**config.mk**
```make
export PLATFORM = sky130hd
export DESIGN_NAME = gida_hash
export DESIGN_NICKNAME = d
export VERILOG_FILES = /design/src/hdl/gida_pkg.sv /design/src/hdl/gida_hash.sv
export SDC_FILE = /design/constraint.sdc
export NUM_CORES = 1
export LEC_CHECK = 0
export BUFFER_PORTS_ARGS = -buffer_cell sky130_fd_sc_hd__clkbuf_2
export CAP_MARGIN = 20
export CORE_MARGIN = 4
export CORE_UTILIZATION = 55
export DETAILED_ROUTE_END_ITERATION = 8
export PLACE_DENSITY = 0.75
export SKIP_CTS_REPAIR_TIMING = 1
export SYNTH_ARGS = -nofsm -noshare
export SYNTH_HDL_FRONTEND = slang
export SYNTH_SLANG_ARGS = --single-unit
export TNS_END_PERCENT = 100
```
**constraint.sdc**
```tcl
create_clock -name clk -period 9.45 [get_ports clk]
set_clock_uncertainty 0.15 [all_clocks]
set_input_delay 1.89 -clock clk [delete_from_list [all_inputs] [get_ports clk]]
set_output_delay 1.89 -clock clk [all_outputs]
set_load 0.02 [all_outputs]
```
**src/hdl/gida_pkg.sv**
```systemverilog
// Shared constants, codes and types of the group id assigner.
`timescale 1ns / 1ps

package gida_pkg;

  // Field widths of the row and result words
  localparam int KEY_VALUE_W = 64;
  localparam int GID_W       = 11;
  localparam int ROW_CNT_W   = 32;
  localparam int STATUS_W    = 2;

  // Hash table geometry
  localparam int TABLE_SIZE  = 1024;
  localparam int KEY_WIDTH_DEF = 64;
  localparam int CELLS       = 4;
  localparam int ROWS        = TABLE_SIZE / CELLS;
  localparam int ROW_W       = $clog2(ROWS);
  localparam int SLOT_W      = $clog2(TABLE_SIZE);
  localparam int OFF_W       = $clog2(CELLS);
  localparam int CNT_W       = $clog2(ROWS + 1);
  localparam int GROUP_CAP   = (TABLE_SIZE < 1024) ? TABLE_SIZE : 1024;
  localparam int GRP_W       = $clog2(GROUP_CAP);
  localparam int GCNT_W      = $clog2(GROUP_CAP + 1);

  // Table epochs; epoch zero marks a slot that was swept and never used
  localparam int EPOCH_W = 8;
  localparam logic [EPOCH_W-1:0] EPOCH_FIRST = EPOCH_W'(1);
  localparam logic [EPOCH_W-1:0] EPOCH_MAX   = {EPOCH_W{1'b1}};
  localparam logic [EPOCH_W-1:0] EPOCH_SWEPT = '0;

  // Hash constants
  localparam int HASH_W     = 64;
  localparam int HASH_SHIFT = 29;
  localparam int HASH_FOLD  = 32;
  localparam logic [HASH_W-1:0] HASH_MULT = 64'h9E37_79B9_7F4A_7C15;
  localparam int PROD_W = HASH_FOLD + SLOT_W;
  localparam int HALF_W = (PROD_W + 1) / 2;
  localparam int HIGH_W = PROD_W - HALF_W;

  // Result codes
  localparam logic [STATUS_W-1:0] STATUS_GROUPED = 2'd0;
  localparam logic [STATUS_W-1:0] STATUS_DROPPED = 2'd1;
  localparam logic [STATUS_W-1:0] STATUS_FULL    = 2'd2;
  localparam logic signed [GID_W-1:0] GID_NONE   = -11'sd1;

  // Per slot bookkeeping stored next to the key
  typedef struct packed {
    logic [EPOCH_W-1:0] epoch;
    logic               key_null;
    logic [GRP_W-1:0]   group;
  } meta_t;

  // Memory access shared by all cells
  typedef struct packed {
    logic             rd_en;
    logic [ROW_W-1:0] rd_row;
    logic [ROW_W-1:0] wr_row;
    meta_t            wr_meta;
  } cell_ctrl_t;

  // Lookup attributes besides the key
  typedef struct packed {
    logic               key_null;
    logic [EPOCH_W-1:0] epoch;
  } look_t;

  // Probe decision handed from cell to cell
  typedef struct packed {
    logic             done;
    logic             hit;
    logic [OFF_W-1:0] bank;
    logic [GRP_W-1:0] group;
  } chain_t;

endpackage

```
**src/hdl/gida_hash.sv**
```systemverilog
// Two stage home slot hash: split multiply, then fold and reduce.
`timescale 1ns / 1ps

module gida_hash import gida_pkg::*; #(
  parameter int KEY_WIDTH = KEY_WIDTH_DEF
) (
  input  logic              clk,
  input  logic              load,
  input  logic [KEY_WIDTH-1:0] key,
  input  logic              key_null,
  output logic [SLOT_W-1:0] slot
);

  logic [HASH_W-1:0] key_ext;
  logic [HASH_W-1:0] mix;
  logic [PROD_W-1:0] m_ll;
  logic [HALF_W-1:0] m_lh;
  logic [HALF_W-1:0] m_hl;
  logic [PROD_W-1:0] p_ll;
  logic [HALF_W-1:0] p_lh;
  logic [HALF_W-1:0] p_hl;
  logic              null_r;
  logic [HALF_W-1:0] mid;
  logic [PROD_W-1:0] prod;

  // Premix and partial products; only the low PROD_W product bits matter
  assign key_ext = HASH_W'(key);
  assign mix     = key_ext ^ (key_ext >> HASH_SHIFT);
  assign m_ll = PROD_W'(mix[HALF_W-1:0]) * PROD_W'(HASH_MULT[HALF_W-1:0]);
  assign m_lh = mix[HALF_W-1:0] * HALF_W'(HASH_MULT[PROD_W-1:HALF_W]);
  assign m_hl = HALF_W'(mix[PROD_W-1:HALF_W]) * HASH_MULT[HALF_W-1:0];

  // Capture the partial products with the accepted row
  always_ff @(posedge clk) begin
    if (load) begin
      p_ll   <= m_ll;
      p_lh   <= m_lh;
      p_hl   <= m_hl;
      null_r <= key_null;
    end
  end

  // Recombine, fold the high word down and keep the slot bits
  assign mid  = p_lh + p_hl;
  assign prod = p_ll + {mid[HIGH_W-1:0], {HALF_W{1'b0}}};
  assign slot = prod[SLOT_W-1:0] ^ prod[HASH_FOLD +: SLOT_W] ^ SLOT_W'(null_r);

endmodule

```
After elaboration in Yosys (flattened, before gate mapping):

Index checks and enable logic that the tools add are counted.

* memory bits (writable): 0
* flip-flop bits (word level): 83
* input bits: 67
* latch bits: 0
* bits in read-only memories: 0
* memories kept: 0
* word-level logic and storage cells: 12

* reduce and logical (&&, ||, !) cells: 0
* add/subtract/negate cells: 2
* bitwise operators: 3
* shift operators: 0
* multiplexer cells: 0
* $lt $le $gt $ge: 0
* div/mod/pow operators: 0
* $mul: 3
* equality and inequality tests: 0

Operator list (count)
* $add 41x42->42: 1
* $xor 42x35->42: 1
* $mul 21x20->41 const B: 1
* $add 21x21->21: 1
* $mul 21x19->20 const B: 1
* $mul 21x20->21 const B: 1
* $xor 10x1->10: 1
* $xor 10x10->10: 1

Logic depth before layout (Yosys ltp):

Gate-level depths: netlist of the first run.

* depth in word-level cells: 4
* mapped depth: 25
* mapped depth without buffers: 25

Worst setup path before layout of the first run:

Ideal clock, no wire load.

* path type: input -> register
* start point: input port key[7]
* end point: register p_ll[40] (data pin)
* library setup time: 0.260 ns
* arrival: 7.997 ns
* stages on the path: 21
* setup slack: 1.043 ns
* data required time: 9.040 ns
* cell sequence: xnor2_1 > clkinv_1 > xnor2_1 > ha_1 > nand2b_1 > ha_1 > fa_1 > fa_1 > fa_1 > fa_1 > fa_1 > ha_1 > a21o_1 > a21o_1 > a21oi_1 > o211ai_1 > a21oi_1 > o31ai_1 > a221o_1 > a21oi_1 > xnor2_1

* cells in the longest elaborated chain, start to end: 2

RTL lines
* start: declaration: RTL line gida_hash.sv:9 `input logic [KEY_WIDTH-1:0] key,`
* $xor 42x35->42: RTL line gida_hash.sv:28 `assign mix = key_ext ^ (key_ext >> HASH_SHIFT);`
* $mul 21x20->41: RTL line gida_hash.sv:29 `assign m_ll = PROD_W'(mix[HALF_W-1:0]) * PROD_W'(HASH_MULT[HALF_W-1:0]);`
* named net m_ll[40]: RTL line gida_hash.sv:16 `logic [PROD_W-1:0] m_ll;`
* end signal: assignment: RTL line gida_hash.sv:36 `p_ll <= m_ll;`
* end: declaration: RTL line gida_hash.sv:19 `logic [PROD_W-1:0] p_ll;`

The timed path passes the listed nets, and every way through them passes these cells.
A chain may end at the register's enable or synchronous reset.

Worst setup path after layout of the first run:

* start point: input port key[31]
* end point: register p_ll[40] (data pin)

Same word-level chain as after synthesis.

==> metrics.yaml, run 1 <==
outcome: "completed"
first_iter_violations: 674
synthArstFlopShare: 0
yosys-top-cells-count: "411 x inv_1, 408 x ha_1, 251 x fa_1"
antenna_found_initial: 0
cts.clk_slew.worst_paths_ns: 0.06
synth-seq-area-share: 0.1183
hpwl_um: 37410
final.min_clock_period_ns: 8.537
tritoncts: "done"
vias: 11780
clock-sinks: 69
critPathLaunchType: "input port"
rsz0062_at_grt: "false"
drive_gt1_frac: 0.07449
hp-class: "in2reg"
drc: 0
grt_start_max_net_pins: 70
whs_path_depth: 1
synth_edf_count: 69
drv_cap: 0
yosysTopAreaCell: "ha_1"
syn_inst: 1682
path_delay_family: "adder cells"
htree_levels: 3
path_cells: "clkbuf_2 -> xnor2_1 -> inv_1 -> xnor2_1 -> ha_1 -> or2_2 -> ha_1 -> ha_1 -> inv_1 -> fa_1 -> inv_1 -> fa_1 -> fa_1 -> fa_1 -> ha_1 -> nand4_1 -> a21oi_1 -> a311oi_1 -> o21ai_0 -> a21oi_1 -> o31ai_1 -> a221o_1 -> a21oi_1 -> xnor2_1"
die_w_um: 186.4
setup_tns_ns: 0
nets: 2520
io_pins: 77
coreArea_mm2: 0.03147
yosys-top-cells-area: "ha_1 29%, fa_1 29%, edfxtp_1 12%"
diodes: 0
slowest_stage: "xnor2_1"
start_util: 0.5563
grt_pass1_wl_um: 68340
numCtsBuffers: 9
fin_crit_sh: 0.9034
avgSynthCellArea_um2: 10.41
synth_seq_cells: 69
vias_per_cell: 5.353
tightest_slew_ns: 0.9195
finalSetupViolations: 0
yosysWarningCount: 0
crit_arrival_ns: 8.47
ys_types: 59
hold_viol: 0
gp_congestion: 1.025
synth_area_mm2: 0.01751
critPathKind: "in2reg"
grt_use_total: 0.2499
wl_um: 42020
maxSlewViolCount: 0
firstDrtPassIters: 7
overflow: 0
cp_num_cells: 24
synth_top_area_frac: 0.2916
dp_slack_ns: 0.5533
maxSlewHeadroom: 0.3870
yosysMostFrequentCell: "inv_1"
port-buffer-count: 76
synth_ff_type: "edfxtp_1"
syn2layout_area_growth_pct: 7.689
grt_pass1_vias: 12810
critical-path-max-stage-delay_ns: 0.51
crit_required_ns: 9.38
ctsRootBufferMaster: "clkbuf_16"
clockBufferDepth: 2
die-area_mm2: 0.03475
clock.fmax_ghz: 0.1171
fillerInstances: 2662
cp_max_fo: 9
rows: 65
cp_num_buf_inv: 4
antenna_left: 0
fin_ws_ns: 0.9129
endpoint_kind: "flop"
die_h_um: 186.4
wl_per_cell_um: 19.09
whs_ns: 1.582
syn-num-nets: 2408
## cell usage in the layout (no fill, tap or decap), types with 5 or more instances in the layout
master	synthesis	routed
nor2_1	45	45
o21a_1	14	14
nand3_1	10	10
nand2b_1	10	10
xnor2_1	135	135
o31ai_1	5	5
edfxtp_1	69	69
nor3_1	14	14
o21bai_1	10	10
a21o_1	33	33
inv_1	411	411
clkbuf_16	0	9
nand4_1	7	7
a21oi_1	49	49
fa_1	251	251
xor2_1	51	51
nor2b_1	9	9
nand2_1	39	39
buf_4	0	27
a211oi_1	11	11
ha_1	408	408
o21ai_0	30	30
clkbuf_2	0	75
## per-stage QoR
| stage | std cells | instance area, µm² | utilization |
|---|---|---|---|
| after floorplan | 1682 | 17510 | - |
| after global placement | 2185 | 18590 | 0.5905 |
| after detailed placement | 2185 | 18590 | 0.5905 |
| after CTS | 2201 | 18850 | 0.5990 |
| after global routing | 2201 | 18850 | 0.5990 |
| final | 2201 | 18850 | 0.5990 |
## worst paths after layout
path       end  slack [ns]     start
max   p_ll[40]        0.91   key[31]
min     null_r        1.58  key_null
## flip-flops by register name, summed over array words and instances (netlist names)
name / count
null_r: 1
p_ll: 27
p_hl: 21
p_lh: 20
## layout make-up
type | count | area, µm² | area share
clock buffers | 9 | 225.2 | 0.01195
clock inverters | 7 | 42.54 | 0.002256
inverters | 413 | 1550 | 0.08222
multi-input cells | 1198 | 13880 | 0.7361
flip-flops and latches | 69 | 2072 | 0.1099
well taps | 402 | 503.0 | 0.02668
repair buffers | 103 | 583.1 | 0.03092
## routing by layer
| layer | part of all wire | up-vias | GRT usage |
|---|---|---|---|
| met5 | 0 | - | 0 |
| met1 | 0.46 | 5742 | 0.3539 |
| li1 | - | 5701 | - |
| met4 | 0.021 | 0 | 0.06143 |
| met3 | 0.053 | 51 | 0.03012 |
| met2 | 0.47 | 289 | 0.4143 |
## cells by family (layout without fill, tap and decap cells)
| kind of cell | count (synthesis) | in the layout | synth area share |
|---|---|---|---|
| adder cells (fa/ha/maj) | 660 | 660 | 0.5791 |
| XOR/XNOR | 187 | 187 | 0.09433 |
| flip-flops | 69 | 69 | 0.1183 |
| AND/OR/NAND/NOR | 155 | 155 | 0.04238 |
| buffers and inverters | 415 | 532 | 0.08897 |
| AO/OA/AOI/OAI | 196 | 196 | 0.07682 |
Power of run 1 is left out: the tool's default activity adds up to more than one toggle a clock period on the data nets, which glitch-free logic cannot reach.
==> inputs of run 2 (changes only) <==
--- a/config.mk
+++ b/config.mk
@@ -10,7 +10,7 @@
 export CORE_MARGIN = 4
 export CORE_UTILIZATION = 55
 export DETAILED_ROUTE_END_ITERATION = 8
-export PLACE_DENSITY = 0.75
+export PLACE_DENSITY = 0.8
 export SKIP_CTS_REPAIR_TIMING = 1
 export SYNTH_ARGS = -nofsm -noshare
 export SYNTH_HDL_FRONTEND = slang
==> run 2 against run 1 <==
Net effect: worst hold slack better by 0.0041 ns; wire length up 1.3%; global-route usage increased by 0.15 points; highest routed layer unchanged; via count rose by 1.6%; non-clock buffer count rose by 1; die area unchanged; cell count about the same; critical path depth shrank 2; critical path type unchanged; core utilization rose by 0.12 points; sequential cell count unchanged; maximum frequency increased by 2.5%; largest cell class unchanged; sequential share of layout area about the same.
==> metrics.yaml, run 2 (synthesis results as in run 1) <==
outcome: "completed"
wl_met2_um: 20480  # +3.5%
grt_start_max_net_pins: 70  # unchanged
hp-class: "in2reg"
maxSlewViolCount: 0  # unchanged
overflow: 0  # unchanged
maxSlewHeadroom: 0.3875  # +0.0004600
endpoint_kind: "flop"
first_iter_violations: 709  # +5.2%
tritoncts: "done"
largest_reg_flops: 27  # unchanged
crit_required_ns: 9.39  # about the same
cts.clk_slew.worst_paths_ns: 0.06  # about the same
hpwl_um: 38280  # +2.3%
multi_input_area_mm2: 0.01388  # unchanged
met3WireLength_um: 2003  # -9.8%
drt-met1-wl_um: 19220  # +0.43%
critical-path-max-stage-delay_ns: 0.53  # +0.02 ns
path_delay_family: "adder cells"
vias: 11970  # +1.6%
maxUsedRoutingLayer: "met4"
rsz0062_at_grt: "false"
tightest_slew_ns: 0.9157  # -0.003796 ns
fin_crit_sh: 0.8816  # -0.02184
slowest_stage: "fa_1"
io_pins: 77  # unchanged
endpoint: "p_lh[19]"
seq_area_mm2: 0.002072  # unchanged
cp_num_cells: 22  # -8.3%
antenna_found_initial: 0  # unchanged
final.min_clock_period_ns: 8.331  # -0.2064 ns
gp_congestion: 0.9718  # -5.2%
drv_cap: 0  # unchanged
cp_max_fo: 9  # unchanged
wl_per_cell_um: 19.33  # +1.3%
drc: 0  # unchanged
die-area_mm2: 0.03475  # unchanged
coreArea_mm2: 0.03147  # unchanged
syn2layout_area_growth_pct: 7.911
diodes: 0  # unchanged
die_h_um: 186.4  # unchanged
grt_pass1_wl_um: 69140  # +1.2%
die_w_um: 186.4  # unchanged
grt_pass1_vias: 12890  # +0.63%
layout_common_cells: "411 x inv_1, 408 x ha_1, 251 x fa_1"
nets: 2521  # +0.040%
setup_tns_ns: 0  # unchanged
ctsRootBufferMaster: "clkbuf_16"
final_common_cell: "inv_1"
grt_use_total: 0.2513  # +0.001477
clock.fmax_ghz: 0.1200  # +2.5%
cp_num_buf_inv: 5  # +1
fillerInstances: 2596  # -2.5%
clockBufferDepth: 2  # unchanged
clock-sinks: 69  # unchanged
wl_um: 42570  # +1.3%
hold_viol: 0  # unchanged
port-buffer-count: 76  # unchanged
path_cells: "clkbuf_2 -> xnor2_1 -> inv_1 -> xnor2_1 -> ha_1 -> or2_2 -> fa_1 -> fa_1 -> ha_1 -> ha_1 -> inv_1 -> fa_1 -> inv_1 -> ha_1 -> inv_1 -> o21bai_1 -> a211oi_1 -> o31ai_1 -> or4_1 -> a31o_2 -> a21oi_2 -> xnor2_1"
firstDrtPassIters: 5  # -2
critPathKind: "in2reg"
hp-start: "key_null"
vias_per_cell: 5.435  # +1.5%
reg.largest.list: "p_ll x27, p_hl x21, p_lh x20"
antenna_left: 0  # unchanged
numCtsBuffers: 9  # unchanged
start_util: 0.5563  # unchanged
regMostFlops: "p_ll"
startpoint: "key[31]"
htree_levels: 3  # unchanged
finalSetupViolations: 0  # unchanged
drive_gt1_frac: 0.07556  # +0.001070
rows: 65  # unchanged
critPathLaunchType: "input port"
crit_arrival_ns: 8.27  # -0.20 ns
run 2: layout make-up:
cell class / count / area share
Multi-Input combinational cell: 1198 / 0.7346
Inverter: 413 / 0.08205
Clock buffer: 9 / 0.01192
Clock inverter: 7 / 0.003907
Sequential cell: 69 / 0.1097
Tap cell: 402 / 0.02662
Timing Repair Buffer: 104 / 0.03126
run 2: metal layers:
metal  vias to the layer above  GRT usage
met5                         -          0
met3                        53    0.02637
met2                       286     0.4229
met4                         0    0.04892
li1                       5697          -
met1                      5932     0.3588
run 2: worst min-delay path by stage:
| stage | to | slack, ns | depth (start not counted) |
|---|---|---|---|
| after global routing | null_r | 1.59 | 1 |
| after floorplan | null_r | 1.84 | 0 |
| after global placement | null_r | 1.92 | 1 |
| after CTS | null_r | 1.58 | 1 |
| final | null_r | 1.59 | 1 |
| after detailed placement | null_r | 1.93 | 1 |
run 2: per-stage QoR:
step	area (µm²)	hold slack (ns)	setup slack [ns]	std cells	utilization
global route	18890	1.594	0.7831	2202	0.6003
CTS	18890	1.583	1.153	2202	0.6003
global placement	18590	1.920	0.8746	2186	0.5908
detailed placement	18590	1.926	0.8524	2186	0.5908
finish	18890	1.587	1.119	2202	0.6003
floorplan	17510	1.839	1.043	1682	-
Power of run 2 is left out for the same reason.
==> inputs of run 3 (changes only) <==
--- a/config.mk
+++ b/config.mk
@@ -5,6 +5,7 @@
 export SDC_FILE = /design/constraint.sdc
 export NUM_CORES = 1
 export LEC_CHECK = 0
+export ABC_AREA = 1
 export BUFFER_PORTS_ARGS = -buffer_cell sky130_fd_sc_hd__clkbuf_2
 export CAP_MARGIN = 20
 export CORE_MARGIN = 4
==> run 3 against run 2 <==
Net effect: non-clock buffer count shrank 15; synthesized cell count grew 32%; worst hold slack lost 0.0064 ns; first-iteration DRC count grew 29%; synthesized area grew 10%; sequential share of layout area shrank 0.90 points; critical path depth grew 1; critical path type unchanged.
==> metrics.yaml, run 3 <==
synth_seq_cells: 69  # unchanged
htree_levels: 3  # unchanged
die_h_um: 195.1  # +4.7%
first_iter_violations: 913  # +29%
clock.fmax_ghz: 0.1226  # +2.1%
diodes: 0  # unchanged
regMostFlops: "p_ll"
yosysMostFrequentCell: "inv_1"
avgSynthCellArea_um2: 8.664  # -17%
grt_pass1_vias: 15920  # +24%
synthArstFlopShare: 0  # unchanged
layout_common_cells: "527 x inv_1, 408 x ha_1, 335 x nand2_1"
clockBufferDepth: 2  # unchanged
drc: 0  # unchanged
start_util: 0.5576  # +0.001285
crit_arrival_ns: 8.10  # -0.17 ns
reg.largest.list: "p_ll x27, p_hl x21, p_lh x20"
hpwl_um: 46530  # +22%
grt_start_max_net_pins: 70  # unchanged
grt_use_total: 0.2745  # +0.02311
yosys-top-cells-area: "ha_1 27%, fa_1 26%, edfxtp_1 11%"
yosysTopAreaCell: "ha_1"
drv_cap: 0  # unchanged
synth_area_mm2: 0.01926  # +10%
multi_input_area_mm2: 0.01518  # +9.4%
yosys-top-cells-count: "527 x inv_1, 408 x ha_1, 335 x nand2_1"
syn2layout_area_growth_pct: 6.828
rsz0062_at_grt: "false"
dp_slack_ns: 1.012  # +0.1595 ns
firstDrtPassIters: 5  # unchanged
cts.clk_slew.worst_paths_ns: 0.07  # about the same
numCtsBuffers: 9  # unchanged
critPathLaunchType: "input port"
grt_use_met3: 0.03761  # +0.01124
antenna_found_initial: 1  # +1
grt_busiest_layer: "met2"
vias: 15060  # +26%
io_pins: 77  # unchanged
setup_tns_ns: 0  # unchanged
fin_ws_ns: 1.291  # +0.1715 ns
antenna_left: 0  # unchanged
port-buffer-count: 76  # unchanged
fin_cells: 2779  # +26%
drive_gt1_frac: 0.05551  # -0.02005
finalSetupViolations: 0  # unchanged
synth_ff_type: "edfxtp_1"
tightest_slew_ns: 1.035  # +0.1197 ns
maxSlewHeadroom: 0.3074  # -0.08008
ys_types: 41  # -31%
hp-class: "in2reg"
gp_congestion: 1.009  # +3.8%
wl_um: 51650  # +21%
met2_usage: 0.4603  # +0.03740
syn-num-nets: 2949  # +22%
grt_pass1_wl_um: 83260  # +20%
final_common_cell: "inv_1"
largest_reg_flops: 27  # unchanged
use_met1: 0.3842  # +0.02540
vias_per_cell: 5.420  # -0.28%
fillerInstances: 3094  # +19%
cp_max_fo: 6  # -3
syn_inst: 2223  # +32%
coreArea_mm2: 0.03454  # +9.8%
synth_edf_count: 69  # unchanged
wl_per_cell_um: 18.58  # -3.9%
rows: 68  # +4.6%
dp_cells: 2763  # +26%
final.min_clock_period_ns: 8.159  # -0.1715 ns
seq_area_mm2: 0.002072  # unchanged
synth-seq-area-share: 0.1076  # -0.01076
tritoncts: "done"
critPathKind: "in2reg"
endpoint_kind: "flop"
overflow: 0  # unchanged
die_w_um: 195.1  # +4.7%
maxSlewViolCount: 0  # unchanged
fin_crit_sh: 0.8634  # -0.01815
hold_viol: 0  # unchanged
crit_required_ns: 9.39  # about the same
ctsRootBufferMaster: "clkbuf_16"
clock-sinks: 69  # unchanged
die-area_mm2: 0.03808  # +9.6%
yosysWarningCount: 0  # unchanged
outcome: "completed"
nets: 3045  # +21%
synth_top_area_frac: 0.2651  # -0.02652
-- run 3: cell count changes after synthesis, sizes merged, moves of 12 or more --
cell and change:
nand2 +301, inv +118, xnor2 -81, nand3 +65, nor2 +65, a21oi +59, xor2 +45, o21ai +34
a21o -15, o21a -12
-- run 3: worst max-delay path, cell delays in order --
cell and delay (ns):
clkbuf_2 0.10, xnor2_1 0.61, inv_1 0.34, nand2_1 0.27, nand2_1 0.19, o21ai_0 0.57, ha_1 0.36, ha_1 0.32
fa_1 0.53, fa_1 0.43, fa_1 0.49, inv_1 0.05, fa_1 0.49, inv_1 0.04, ha_1 0.29, a21oi_1 0.18
o21ai_0 0.16, a21oi_1 0.20, nor2_1 0.06, nor2_1 0.09, nand2_1 0.11, a21oi_1 0.20, xor2_1 0.10
-- run 3: metrics by stage --
step	cell area [µm²]	hold slack (ns)	utilization
global placement	20290	1.923	0.5873
detailed placement	20290	1.919	0.5873
CTS	20570	1.571	0.5956
global route	20570	1.575	0.5956
finish	20570	1.580	0.5956
floorplan	19260	1.839	-
-- run 3: logic make-up after synthesis --
| kind of cell | synth area share |
|---|---|
| fa+ha+maj | 0.5260 |
| compound gates | 0.07023 |
| buf+inv | 0.1043 |
| xor+xnor | 0.06821 |
| flops | 0.1076 |
| simple gates | 0.1237 |
-- run 3: final cells by class --
type / instances / share of cell area
clock inverters: 7 / 0.003041
clock buffers: 9 / 0.01095
flip-flops and latches: 69 / 0.1007
inverters: 530 / 0.09669
well taps: 455 / 0.02767
repair buffers: 89 / 0.02323
multi-input cells: 1620 / 0.7377
-- run 3: final timing paths --
check  slack [ns]      from  cells after the start        to
max          1.29   key[31]                     23  p_ll[33]
min          1.58  key_null                      1    null_r
-- run 3: metal layers --
| layer | share of wire | vias up |
|---|---|---|
| met4 | 0.020 | 2 |
| met2 | 0.48 | 399 |
| li1 | - | 7247 |
| met3 | 0.058 | 72 |
| met1 | 0.44 | 7341 |
| met5 | 0.00025 | - |
Power of run 3 is left out for the same reason.
